### src/hw/rtl/wsdu_pkg.sv
package wsdu_pkg;

  typedef enum logic [2:0] {
    PH_IDLE    = 3'd0,
    PH_LEN     = 3'd1,
    PH_EXT     = 3'd2,
    PH_KEY     = 3'd3,
    PH_PAYLOAD = 3'd4
  } phase_t;

  localparam logic [6:0] CODE_EXT16   = 7'd126;
  localparam logic [2:0] EXT16_LEFT   = 3'd1;
  localparam logic [2:0] EXT64_LEFT   = 3'd7;

  typedef struct packed {
    logic [7:0]  header_byte;
    logic [15:0] payload_length;
    logic [7:0]  plain_byte;
    logic        last_byte;
    logic        empty_frame;
    logic        length_error;
  } result_t;

endpackage

### src/hw/rtl/wsdu_in_if.sv
interface wsdu_in_if;
  logic       valid;
  logic       ready;
  logic [7:0] rx_byte;
  logic       frame_start;

  modport source (output valid, rx_byte, frame_start, input ready);
  modport sink (input valid, rx_byte, frame_start, output ready);
endinterface

### src/hw/rtl/wsdu_out_if.sv
interface wsdu_out_if;
  logic        valid;
  logic        ready;
  logic [7:0]  header_byte;
  logic [15:0] payload_length;
  logic [7:0]  plain_byte;
  logic        last_byte;
  logic        empty_frame;
  logic        length_error;

  modport source (output valid, header_byte, payload_length, plain_byte, last_byte,
                  empty_frame, length_error, input ready);
  modport sink (input valid, header_byte, payload_length, plain_byte, last_byte,
                empty_frame, length_error, output ready);
endinterface

### src/hw/rtl/websocket_frame_deframer_unmask_top.sv
// channel   dir  payload                                                  accept
// frames    in   rx_byte[8], frame_start[1]                               valid & ready
// results   out  header_byte[8], payload_length[16], plain_byte[8],       valid & ready
//                last_byte[1], empty_frame[1], length_error[1]
// One byte per cycle unless stalled; a result appears in the cycle after its byte.
// Parser state is updated on each input transfer; the result register holds the output.
// frames.ready drops only while a result waits and results.ready is low.
// rst is synchronous, active high, and returns the parser to waiting for a frame start.
module websocket_frame_deframer_unmask_top
  import wsdu_pkg::*;
#(
  parameter int LENGTH_BITS = 16
) (
  input logic       clk,
  input logic       rst,
  wsdu_in_if.sink   frames,
  wsdu_out_if.source results
);

  logic    take;
  logic    res_valid;
  result_t res;
  logic    out_valid;
  result_t out_data;

  assign frames.ready = !out_valid || results.ready;
  assign take         = frames.valid && frames.ready;

  wsdu_parser #(.LENGTH_BITS(LENGTH_BITS)) u_parser (
    .clk        (clk),
    .rst        (rst),
    .take       (take),
    .rx_byte    (frames.rx_byte),
    .frame_start(frames.frame_start),
    .res_valid  (res_valid),
    .res        (res)
  );

  always_ff @(posedge clk) begin
    if (rst) begin
      out_valid <= 1'b0;
    end else if (take && res_valid) begin
      out_valid <= 1'b1;
    end else if (results.ready) begin
      out_valid <= 1'b0;
    end
  end

  always_ff @(posedge clk) begin
    if (take && res_valid) begin
      out_data <= res;
    end
  end

  assign results.valid          = out_valid;
  assign results.header_byte    = out_data.header_byte;
  assign results.payload_length = out_data.payload_length;
  assign results.plain_byte     = out_data.plain_byte;
  assign results.last_byte      = out_data.last_byte;
  assign results.empty_frame    = out_data.empty_frame;
  assign results.length_error   = out_data.length_error;

  a_stall_only_when_full: assert property (@(posedge clk) disable iff (rst)
    !frames.ready |-> out_valid && !results.ready)
    else $error("input stalled with room in result register");

endmodule

### src/hw/rtl/wsdu_parser.sv
module wsdu_parser
  import wsdu_pkg::*;
#(
  parameter int LENGTH_BITS = 16
) (
  input  logic       clk,
  input  logic       rst,
  input  logic       take,
  input  logic [7:0] rx_byte,
  input  logic       frame_start,
  output logic       res_valid,
  output result_t    res
);

  phase_t                 phase, phase_next;
  logic [7:0]             opcode_hold, opcode_hold_next;
  logic [LENGTH_BITS-1:0] length_hold, length_hold_next;
  logic                   length_overflow, length_overflow_next;
  logic [2:0]             ext_bytes_left, ext_bytes_left_next;
  logic [31:0]            mask_key, mask_key_next;
  logic [1:0]             key_bytes_seen, key_bytes_seen_next;
  logic [LENGTH_BITS-1:0] payload_count, payload_count_next;

  logic [6:0]             len_code;
  logic [1:0]             key_seen_inc;
  logic [LENGTH_BITS-1:0] count_inc;
  logic                   count_last;
  logic [7:0]             key_sel;

  assign len_code     = rx_byte[6:0];
  assign key_seen_inc = key_bytes_seen + 2'd1;
  assign count_inc    = payload_count + LENGTH_BITS'(1);
  assign count_last   = (count_inc == length_hold);

  always_comb begin
    unique case (payload_count[1:0])
      2'd0: key_sel = mask_key[31:24];
      2'd1: key_sel = mask_key[23:16];
      2'd2: key_sel = mask_key[15:8];
      2'd3: key_sel = mask_key[7:0];
      default: key_sel = mask_key[7:0];
    endcase
  end

  // next state
  always_comb begin
    phase_next           = phase;
    opcode_hold_next     = opcode_hold;
    length_hold_next     = length_hold;
    length_overflow_next = length_overflow;
    ext_bytes_left_next  = ext_bytes_left;
    mask_key_next        = mask_key;
    key_bytes_seen_next  = key_bytes_seen;
    payload_count_next   = payload_count;
    if (frame_start) begin
      phase_next           = PH_LEN;
      opcode_hold_next     = rx_byte;
      length_hold_next     = '0;
      length_overflow_next = 1'b0;
      ext_bytes_left_next  = '0;
      mask_key_next        = '0;
      key_bytes_seen_next  = '0;
      payload_count_next   = '0;
    end else begin
      unique case (phase)
        PH_IDLE: begin
        end
        PH_LEN: begin
          if (len_code < CODE_EXT16) begin
            length_hold_next = LENGTH_BITS'(len_code);
            phase_next       = PH_KEY;
          end else begin
            length_hold_next    = '0;
            ext_bytes_left_next = (len_code == CODE_EXT16) ? EXT16_LEFT : EXT64_LEFT;
            phase_next          = PH_EXT;
          end
        end
        PH_EXT: begin
          if (|length_hold[LENGTH_BITS-1 -: 8]) length_overflow_next = 1'b1;
          length_hold_next = (length_hold << 8) | LENGTH_BITS'(rx_byte);
          if (ext_bytes_left == 3'd0) phase_next = PH_KEY;
          else ext_bytes_left_next = ext_bytes_left - 3'd1;
        end
        PH_KEY: begin
          mask_key_next       = {mask_key[23:0], rx_byte};
          key_bytes_seen_next = key_seen_inc;
          if (key_seen_inc == 2'd0) begin
            payload_count_next = '0;
            if (length_overflow || length_hold == '0) phase_next = PH_IDLE;
            else phase_next = PH_PAYLOAD;
          end
        end
        PH_PAYLOAD: begin
          payload_count_next = count_inc;
          if (count_last) phase_next = PH_IDLE;
        end
        default: phase_next = PH_IDLE;
      endcase
    end
  end

  // result
  always_comb begin
    res_valid          = 1'b0;
    res.header_byte    = opcode_hold;
    res.payload_length = '0;
    res.plain_byte     = '0;
    res.last_byte      = 1'b1;
    res.empty_frame    = 1'b0;
    res.length_error   = 1'b0;
    if (!frame_start) begin
      if (phase == PH_KEY && key_seen_inc == 2'd0) begin
        res_valid = 1'b1;
        if (length_overflow) res.length_error = 1'b1;
        else if (length_hold == '0) res.empty_frame = 1'b1;
        else res_valid = 1'b0;
      end else if (phase == PH_PAYLOAD) begin
        res_valid          = 1'b1;
        res.payload_length = 16'(length_hold);
        res.plain_byte     = rx_byte ^ key_sel;
        res.last_byte      = count_last;
      end
    end
  end

  always_ff @(posedge clk) begin
    if (rst) begin
      phase           <= PH_IDLE;
      opcode_hold     <= '0;
      length_hold     <= '0;
      length_overflow <= 1'b0;
      ext_bytes_left  <= '0;
      mask_key        <= '0;
      key_bytes_seen  <= '0;
      payload_count   <= '0;
    end else if (take) begin
      phase           <= phase_next;
      opcode_hold     <= opcode_hold_next;
      length_hold     <= length_hold_next;
      length_overflow <= length_overflow_next;
      ext_bytes_left  <= ext_bytes_left_next;
      mask_key        <= mask_key_next;
      key_bytes_seen  <= key_bytes_seen_next;
      payload_count   <= payload_count_next;
    end
  end

  a_last_ends_frame: assert property (@(posedge clk) disable iff (rst)
    take && res_valid && res.last_byte |=> phase == PH_IDLE)
    else $error("frame did not end after last result");

  a_mid_stays_payload: assert property (@(posedge clk) disable iff (rst)
    take && res_valid && !res.last_byte |=> phase == PH_PAYLOAD)
    else $error("payload phase left before last byte");

  a_marker_exclusive: assert property (@(posedge clk) disable iff (rst)
    res_valid |-> !(res.empty_frame && res.length_error)
      && ((res.empty_frame || res.length_error) ? res.last_byte : 1'b1))
    else $error("bad marker flags");

endmodule

### src/flat_wrapper.sv
// flat-port wrapper written by rule: the top's interface ports become plain ports
module websocket_frame_deframer_unmask_top_flat import wsdu_pkg::*;
#(
  parameter int LENGTH_BITS = 16
)
  (clk, rst, frames_valid, frames_rx_byte, frames_frame_start, frames_ready, results_valid, results_header_byte, results_payload_length, results_plain_byte, results_last_byte, results_empty_frame, results_length_error, results_ready);
  wsdu_in_if frames_i ();
  wsdu_out_if results_i ();
  input logic clk;
  input logic rst;
  input wire logic [$bits(frames_i.valid)-1:0] frames_valid;
  input wire logic [$bits(frames_i.rx_byte)-1:0] frames_rx_byte;
  input wire logic [$bits(frames_i.frame_start)-1:0] frames_frame_start;
  output wire logic [$bits(frames_i.ready)-1:0] frames_ready;
  output wire logic [$bits(results_i.valid)-1:0] results_valid;
  output wire logic [$bits(results_i.header_byte)-1:0] results_header_byte;
  output wire logic [$bits(results_i.payload_length)-1:0] results_payload_length;
  output wire logic [$bits(results_i.plain_byte)-1:0] results_plain_byte;
  output wire logic [$bits(results_i.last_byte)-1:0] results_last_byte;
  output wire logic [$bits(results_i.empty_frame)-1:0] results_empty_frame;
  output wire logic [$bits(results_i.length_error)-1:0] results_length_error;
  input wire logic [$bits(results_i.ready)-1:0] results_ready;
  assign frames_i.valid = frames_valid;
  assign frames_i.rx_byte = frames_rx_byte;
  assign frames_i.frame_start = frames_frame_start;
  assign frames_ready = frames_i.ready;
  assign results_valid = results_i.valid;
  assign results_header_byte = results_i.header_byte;
  assign results_payload_length = results_i.payload_length;
  assign results_plain_byte = results_i.plain_byte;
  assign results_last_byte = results_i.last_byte;
  assign results_empty_frame = results_i.empty_frame;
  assign results_length_error = results_i.length_error;
  assign results_i.ready = results_ready;
  websocket_frame_deframer_unmask_top #(.LENGTH_BITS(LENGTH_BITS)) u_core (.clk(clk), .rst(rst), .frames(frames_i), .results(results_i));
endmodule
### config.mk
export PLATFORM = sky130hd
export DESIGN_NAME = websocket_frame_deframer_unmask_top_flat
export DESIGN_NICKNAME = d
export VERILOG_FILES = /design/src/hw/rtl/wsdu_pkg.sv /design/src/hw/rtl/wsdu_in_if.sv /design/src/hw/rtl/wsdu_out_if.sv /design/src/hw/rtl/websocket_frame_deframer_unmask_top.sv /design/src/hw/rtl/wsdu_parser.sv /design/src/flat_wrapper.sv
export SDC_FILE = /design/constraint.sdc
export NUM_CORES = 1
export LEC_CHECK = 0
export ABC_CLOCK_PERIOD_IN_PS = 2320
export BUFFER_PORTS_ARGS = -buffer_cell sky130_fd_sc_hd__clkbuf_2
export CORE_MARGIN = 4
export CORE_UTILIZATION = 49
export CTS_CLUSTER_DIAMETER = 50
export CTS_CLUSTER_SIZE = 14
export DETAILED_ROUTE_END_ITERATION = 12
export PLACE_DENSITY_LB_ADDON = 0.05
export REMOVE_ABC_BUFFERS = 1
export SLEW_MARGIN = 0
export SYNTH_ARGS = -nofsm -noshare
export SYNTH_HDL_FRONTEND = slang
export SYNTH_HIERARCHICAL = 1
export SYNTH_SLANG_ARGS = --single-unit
### constraint.sdc
create_clock -name clk -period 2.32 [get_ports clk]
set_input_delay 0.232 -clock clk [delete_from_list [all_inputs] [get_ports clk]]
set_output_delay 0.232 -clock clk [all_outputs]
set_load 0.01 [all_outputs]
---- Yosys cells after proc, flatten, opt, wreduce, memory -nomap -nowiden ----
Cells that the tools add are included.
storage, ports and cells
  bits in registers ....................... 117
  output and inout bits ................... 37
  RAM bits ................................ 0
  logic and storage cells ................. 100
  bits of input ports ..................... 13
  memories kept ........................... 0
  latch bits .............................. 0
  bits in read-only memories .............. 0
cells by class
  reductions and logical operators ........ 28
  eq/ne operators ......................... 15
  $add $sub $neg .......................... 3
  magnitude comparators ................... 1
  div/mod/pow operators ................... 0
  shift operators ......................... 0
  multipliers ............................. 0
  bitwise gates (word level) .............. 4
  multiplexer cells ....................... 34
operator list
  operator               count
  $mux 32                2
  $pmux 16 s2            2
  $mux 16                3
  $pmux 8 s4             1
  $mux 3                 9
  $add 16x1->16 const B  1
  $eq 16x16->1           1
  $logic_not 16->1       1
  $or 16x8->16           1
  $ne 3x3->1 const B     5
  $pmux 3 s5             1
  $mux 1                 12
  $reduce_bool 2->1      4
  $reduce_or 8->1        1
  $xor 8x8->8            1
  $eq 7x7->1 const B     1
  $lt 7x7->1 const B     1
  $mux 7                 1
  $eq 3x2->1 const B     2
  $logic_not 3->1        2
  $pmux 3 s2             1
  $reduce_and 2->1       3
  $reduce_and 3->1       2
  $reduce_bool 3->1      2
  17 further kinds       25

---- Logic depth before layout (Yosys ltp) ----
  depth in word-level cells ............... 7
  depth in mapped cells ................... 10
  gate-level depth less buffers ........... 9

---- By module ----
Netlist, hierarchy kept.
modules (own cells, without submodules)
  module                               area each (µm²)  instances  cells an instance  seq. area each (µm²)
  wsdu_parser                          4336.7           1          531                1621.6
  websocket_frame_deframer_unmask_top  1118.6           1          41                 1071.0

---- Least setup slack after synthesis ----
No wires, ideal clock.
  kind .................................... register to register
  from .................................... register u_core.u_parser.payload_count[1]
  to ...................................... register u_core.u_parser.phase[0]
  period minus slack after synthesis ...... 2413 ps
  required time ........................... 2199 ps
  arrival time ............................ 2291 ps
  setup slack ............................. -93 ps
  cell stages (with the launch flop) ...... 10
  path buffers ............................ 1
  library setup time ...................... 121 ps
  path through ............................ dfxtp_1 > ha_1 > nand3_2 > or4_1 > buf_2 > mux2i_1 > o2bb2ai_1 > o2111ai_2 > o2bb2ai_2 > mux2_4
between the ends
  word-level cells in the longest chain between the ends .. 4
ends and longest elaborated chain
  what                               line                text
  start: declaration                 wsdu_parser.sv:22   logic [LENGTH_BITS-1:0] payload_count, payload_count_next;
  start signal: assignment           wsdu_parser.sv:144  payload_count <= payload_count_next;
  $add 16x1->16                      wsdu_parser.sv:32   assign count_inc = payload_count + LENGTH_BITS'(1);
  $eq 16x16->1                       wsdu_parser.sv:33   assign count_last = (count_inc == length_hold);
  $ne 3x3->1 (no source line)        --
  $reduce_and 5->1 (no source line)  --
  end signal: assignment             wsdu_parser.sv:137  phase <= phase_next;
  end: declaration                   wsdu_parser.sv:15   phase_t phase, phase_next;
Every way passes these cells.
A chain may end at the register's enable or synchronous reset.

---- Worst setup path in the final report ----
  from .................................... register u_core.u_parser.payload_count[1]
  to ...................................... register u_core.u_parser.phase[1]
Same word-level chain as after synthesis.

==> results.md <==
- Worst vdd ir: 0.0005915 V
- Post-DRT Antenna Nets: 0
- Synth Area in Compound Gates: between 10% and 20%
- Sw power: roughly 1.0 mW
- Routed wire length: 13.66 mm
- Post-Place Cells: around 770
- Largest family of logic cells by synthesized area: simple AND/OR/NAND/NOR gates
- Synth area leaders: dfxtp_1 30%, edfxtp_1 19%, a22oi_1 6.9%, nor2_1 6.2%, xnor2_1 4.2%
- Post-Synth XOR/XNOR Area: 4.817%
- Clock Tree Root: clkbuf_8
- Critical path type: reg -> reg
- Nature of the critical path startpoint: flip-flop
- Fin crit period: between 2 and 2.5 ns
- Adder-Cell Fraction of Synth Area: under 10%
- Final hold viol count: 0
- Wirelength per Cell: 17.00 um
- Die Span X: between 100 and 150 um
- All-Layer GR Usage: between 20% and 30%
- Hold Crit Endpoint: u_core/u_parser/opcode_hold[2]
- Port bufs: 49
- Flop-to-flop setup slack: ~0.015 ns
- Fraction of the cycle the final worst path needs: around 99%
- Cell-internal power: roughly 3.6 mW
- Peak Freq: around 0.43 GHz
- Vias in the first global route: 4265
- Req. time, crit path: 2.74 ns
- Final Cell Area: 6730 sq um
- Post-DP Area: between 6000 and 7000 sq um
- Worst R2R Path Depth: 10
- Worst-path maximum fanout: 12
- Comb power frac: 3.9%
- Pin count of the biggest net entering global routing: 36
- Post-synth EDFFs: 35
- RSZ-0062 raised after global routing: true
- TritonCTS clock tree: done
- Number of remaining DRC errors: 0
- Area Overhead vs Synth: 23.37%
- Syn. warnings: 6
- Most common cell after layout, fill and taps aside: nor2_1
- Pre-Repair DR Iteration Count: 5
- Initial antenna violation count: 0
- Worst clock skew: just over 0.008 ns
- Power Density: 692.3 nW/um^2
- Clock latency at the later pin of the worst-skew pair: around 0.53 ns
- FF-to-FF End: u_core/u_parser/phase[1]
- Detail Placement HPWL: ~9.2 mm
- Min-Delay Path Class: in -> reg
- Total number of vias: around 4600
- Pre-CTS setup slack: -0.001474 ns
- Outcome: finished clean
- CP arrival: 2.72 ns
- MaxCap Viol Count: 0
- Register area share after synthesis: between 40% and 50%
- Fin worst setup slack: 0.01464 ns
- Hold Path Depth: 3
- Non-Filler Instances: roughly 800
- Final core occ: between 60% and 70%
- Slew HR: around half
- Post-synth top flop: dfxtp_1
- Synth top area share: between 30% and 40%
- CTS HTree Levels: 4
- Cts bufs inserted: 17
- Most frequent cells in the layout: 89 x nor2_1, 74 x dfxtp_1, 50 x a22oi_1
- Placer congestion estimate: between 0.9 and 1
- Slew Viols, Final: 0
- Mapped Area: ~5500 sq um
- Worst Setup End Kind: flip-flop
- DR iter-0 viols: about 520
- Sw frac: roughly 22%
- Leak: 2.635 nW
- Final setup fails: 0
- Net count, final: 670
- Asr flop ratio synth: 0%
- Gr ovfl total: 0
- Starting density of the core: between 50% and 60%
- Diode count: 0
- CTS Sinks: ~120
- Min-delay src: frames_rx_byte[2]
- Mux cell area share after synthesis: less than 1%
- Syn avg cell area: 9.537 sq um
- Die area: approximately 13000 sq um
- Routed vias/inst: 5.782
- Yosys top cell by area: dfxtp_1
- Die height: 113.5 um
- Simple-gate share of the synthesized area: between 20% and 30%
- Clk slew on worst S/H paths: 0.06 ns
- Crit Reg-Reg Startpoint: u_core/u_parser/payload_count[1]
- Reg power frac: between 40% and 50%
- Synth unique cells: between 60 and 70
- Worst-margin pin slew: approximately 0.74 ns
- Share of cells above drive strength 1: about a quarter
- Global-route wire length before repair: 22.16 mm
- Clk pwr share: between 50% and 60%
- #FFs+latches synth: approximately 120
- Core Area: 10890 sq um
- Number of cell rows: 38
- CTS max path bufs: 2
- I/O pins: 50
- Mapped Cells: 572
[registers in the layout, summed over array words and instances, names as in the netlist]
| signal | count |
|---|---|
| u_core/u_parser/mask_key | 32 |
| u_core/results.payload_length | 16 |
| u_core/u_parser/length_hold | 16 |
| u_core/u_parser/payload_count | 16 |
| u_core/results.header_byte | 8 |
| u_core/results.plain_byte | 8 |
| u_core/u_parser/opcode_hold | 8 |
| u_core/u_parser/ext_bytes_left | 3 |
| u_core/u_parser/phase | 3 |
| u_core/u_parser/key_bytes_seen | 2 |
| u_core/results.empty_frame | 1 |
| u_core/results.last_byte | 1 |
| u_core/results.length_error | 1 |
| u_core/results.valid | 1 |
| u_core/u_parser/length_overflow | 1 |
[area by class of cell]
cell class              count  area (sq um)
multi-input cells         405          2603
repair buffers            100         668.1
well taps                 140         175.2
inverters                   9         33.78
flip-flops and latches    117          2703
clock buffers              24         501.7
clock inverters             8         46.29
fillers                   908          4158
[cells in the mapped netlist (2+ instances only)]
library cell and instances:
nor3_1 11, buf_6 2, nand4_4 2, o21ai_1 2
and4b_1 2, buf_2 4, clkbuf_1 30, a21o_1 2
xor2_1 4, nand2b_1 3, nor2_1 90, ha_1 7
a222oi_1 8, a31o_2 2, a22oi_1 50, a21oi_1 31
o21ai_0 20, dfxtp_1 82, a31oi_1 4, nand3b_1 3
nor2b_1 4, a211oi_1 9, nor4b_1 2, and2_1 3
inv_1 9, nand2_2 3, nand2_1 42, buf_4 3
and3_1 21, nand4_1 4, or4_1 2, xnor2_1 26
o31ai_1 2, edfxtp_1 35, or3_1 4, mux2i_1 3
nand3_1 6, nor4_1 8
[how the worst max path moves through the flow]
stage / depth (start not counted) / start / to / slack [ns]
after floorplan: 8 / u_core/u_parser/payload_count[0] / u_core/u_parser/phase[0] / -0.48
after global placement: 10 / u_core/u_parser/payload_count[0] / u_core/u_parser/phase[0] / 0.04
after detailed placement: 10 / u_core/u_parser/payload_count[1] / u_core/u_parser/phase[1] / -0.001
after CTS: 10 / u_core/u_parser/payload_count[1] / u_core/u_parser/phase[0] / 0.008
after global routing: 10 / u_core/u_parser/payload_count[1] / u_core/u_parser/phase[1] / -0.04
final: 10 / u_core/u_parser/payload_count[1] / u_core/u_parser/phase[1] / 0.01
[critical path, stage by stage (launching register included)]
cell	delay (ns)
dfxtp_2	0.36
ha_4	0.16
nand3_2	0.10
buf_6	0.16
o21bai_1	0.15
or3b_2	0.45
a31o_2	0.26
o2111ai_2	0.09
o2bb2ai_2	0.11
buf_4	0.15
a32o_1	0.20
[per-stage QoR]
step,total power [mW],hold WS (ns),setup TNS (ns)
2_1_floorplan,2.243,0.3011,-1.127
3_3_place_gp,2.335,0.4142,0
3_5_place_dp,2.337,0.4156,-0.001474
4_1_cts,4.716,0.01211,0
5_1_grt,4.837,0.04422,-0.06989
6_report,4.660,0.04930,0
[per-layer routing]
metal / wire [um] / vias up / GRT usage, %
li1: - / 2250 / -
met1: 6351 / 2217 / 31.11
met2: 6270 / 160 / 32.39
met3: 845 / 16 / 5.358
met4: 188 / 0 / 9.535
met5: 0 / - / 0
[repair_timing]
action / 4_1_cts / 5_1_grt
pin swaps: 5 / 3
setup endpoints to repair: 3 / 4
gates resized for setup: 15 / 12
endpoints found under the hold margin: 1 / 0
buffers inserted: 3 / 0
hold buffers: 2 / 0
[power by group through the flow]
stage | clock (mW) | combinational (mW) | sequential (mW)
6_report | 2.36 | 0.180 | 2.12
5_1_grt | 2.52 | 0.196 | 2.12
3_3_place_gp | 0 | 0.173 | 2.16
2_1_floorplan | 0 | 0.0837 | 2.16
4_1_cts | 2.42 | 0.177 | 2.12
3_5_place_dp | 0 | 0.175 | 2.16
[cells by family after synthesis]
logic type / after synthesis
AO/OA/AOI/OAI: 143
adder cells (fa/ha/maj): 7
flip-flops: 117
AND/OR/NAND/NOR: 221
buffers and inverters: 50
XOR/XNOR: 30
multiplexers: 4
No activity file was read; power rests on OpenSTA's default activity.
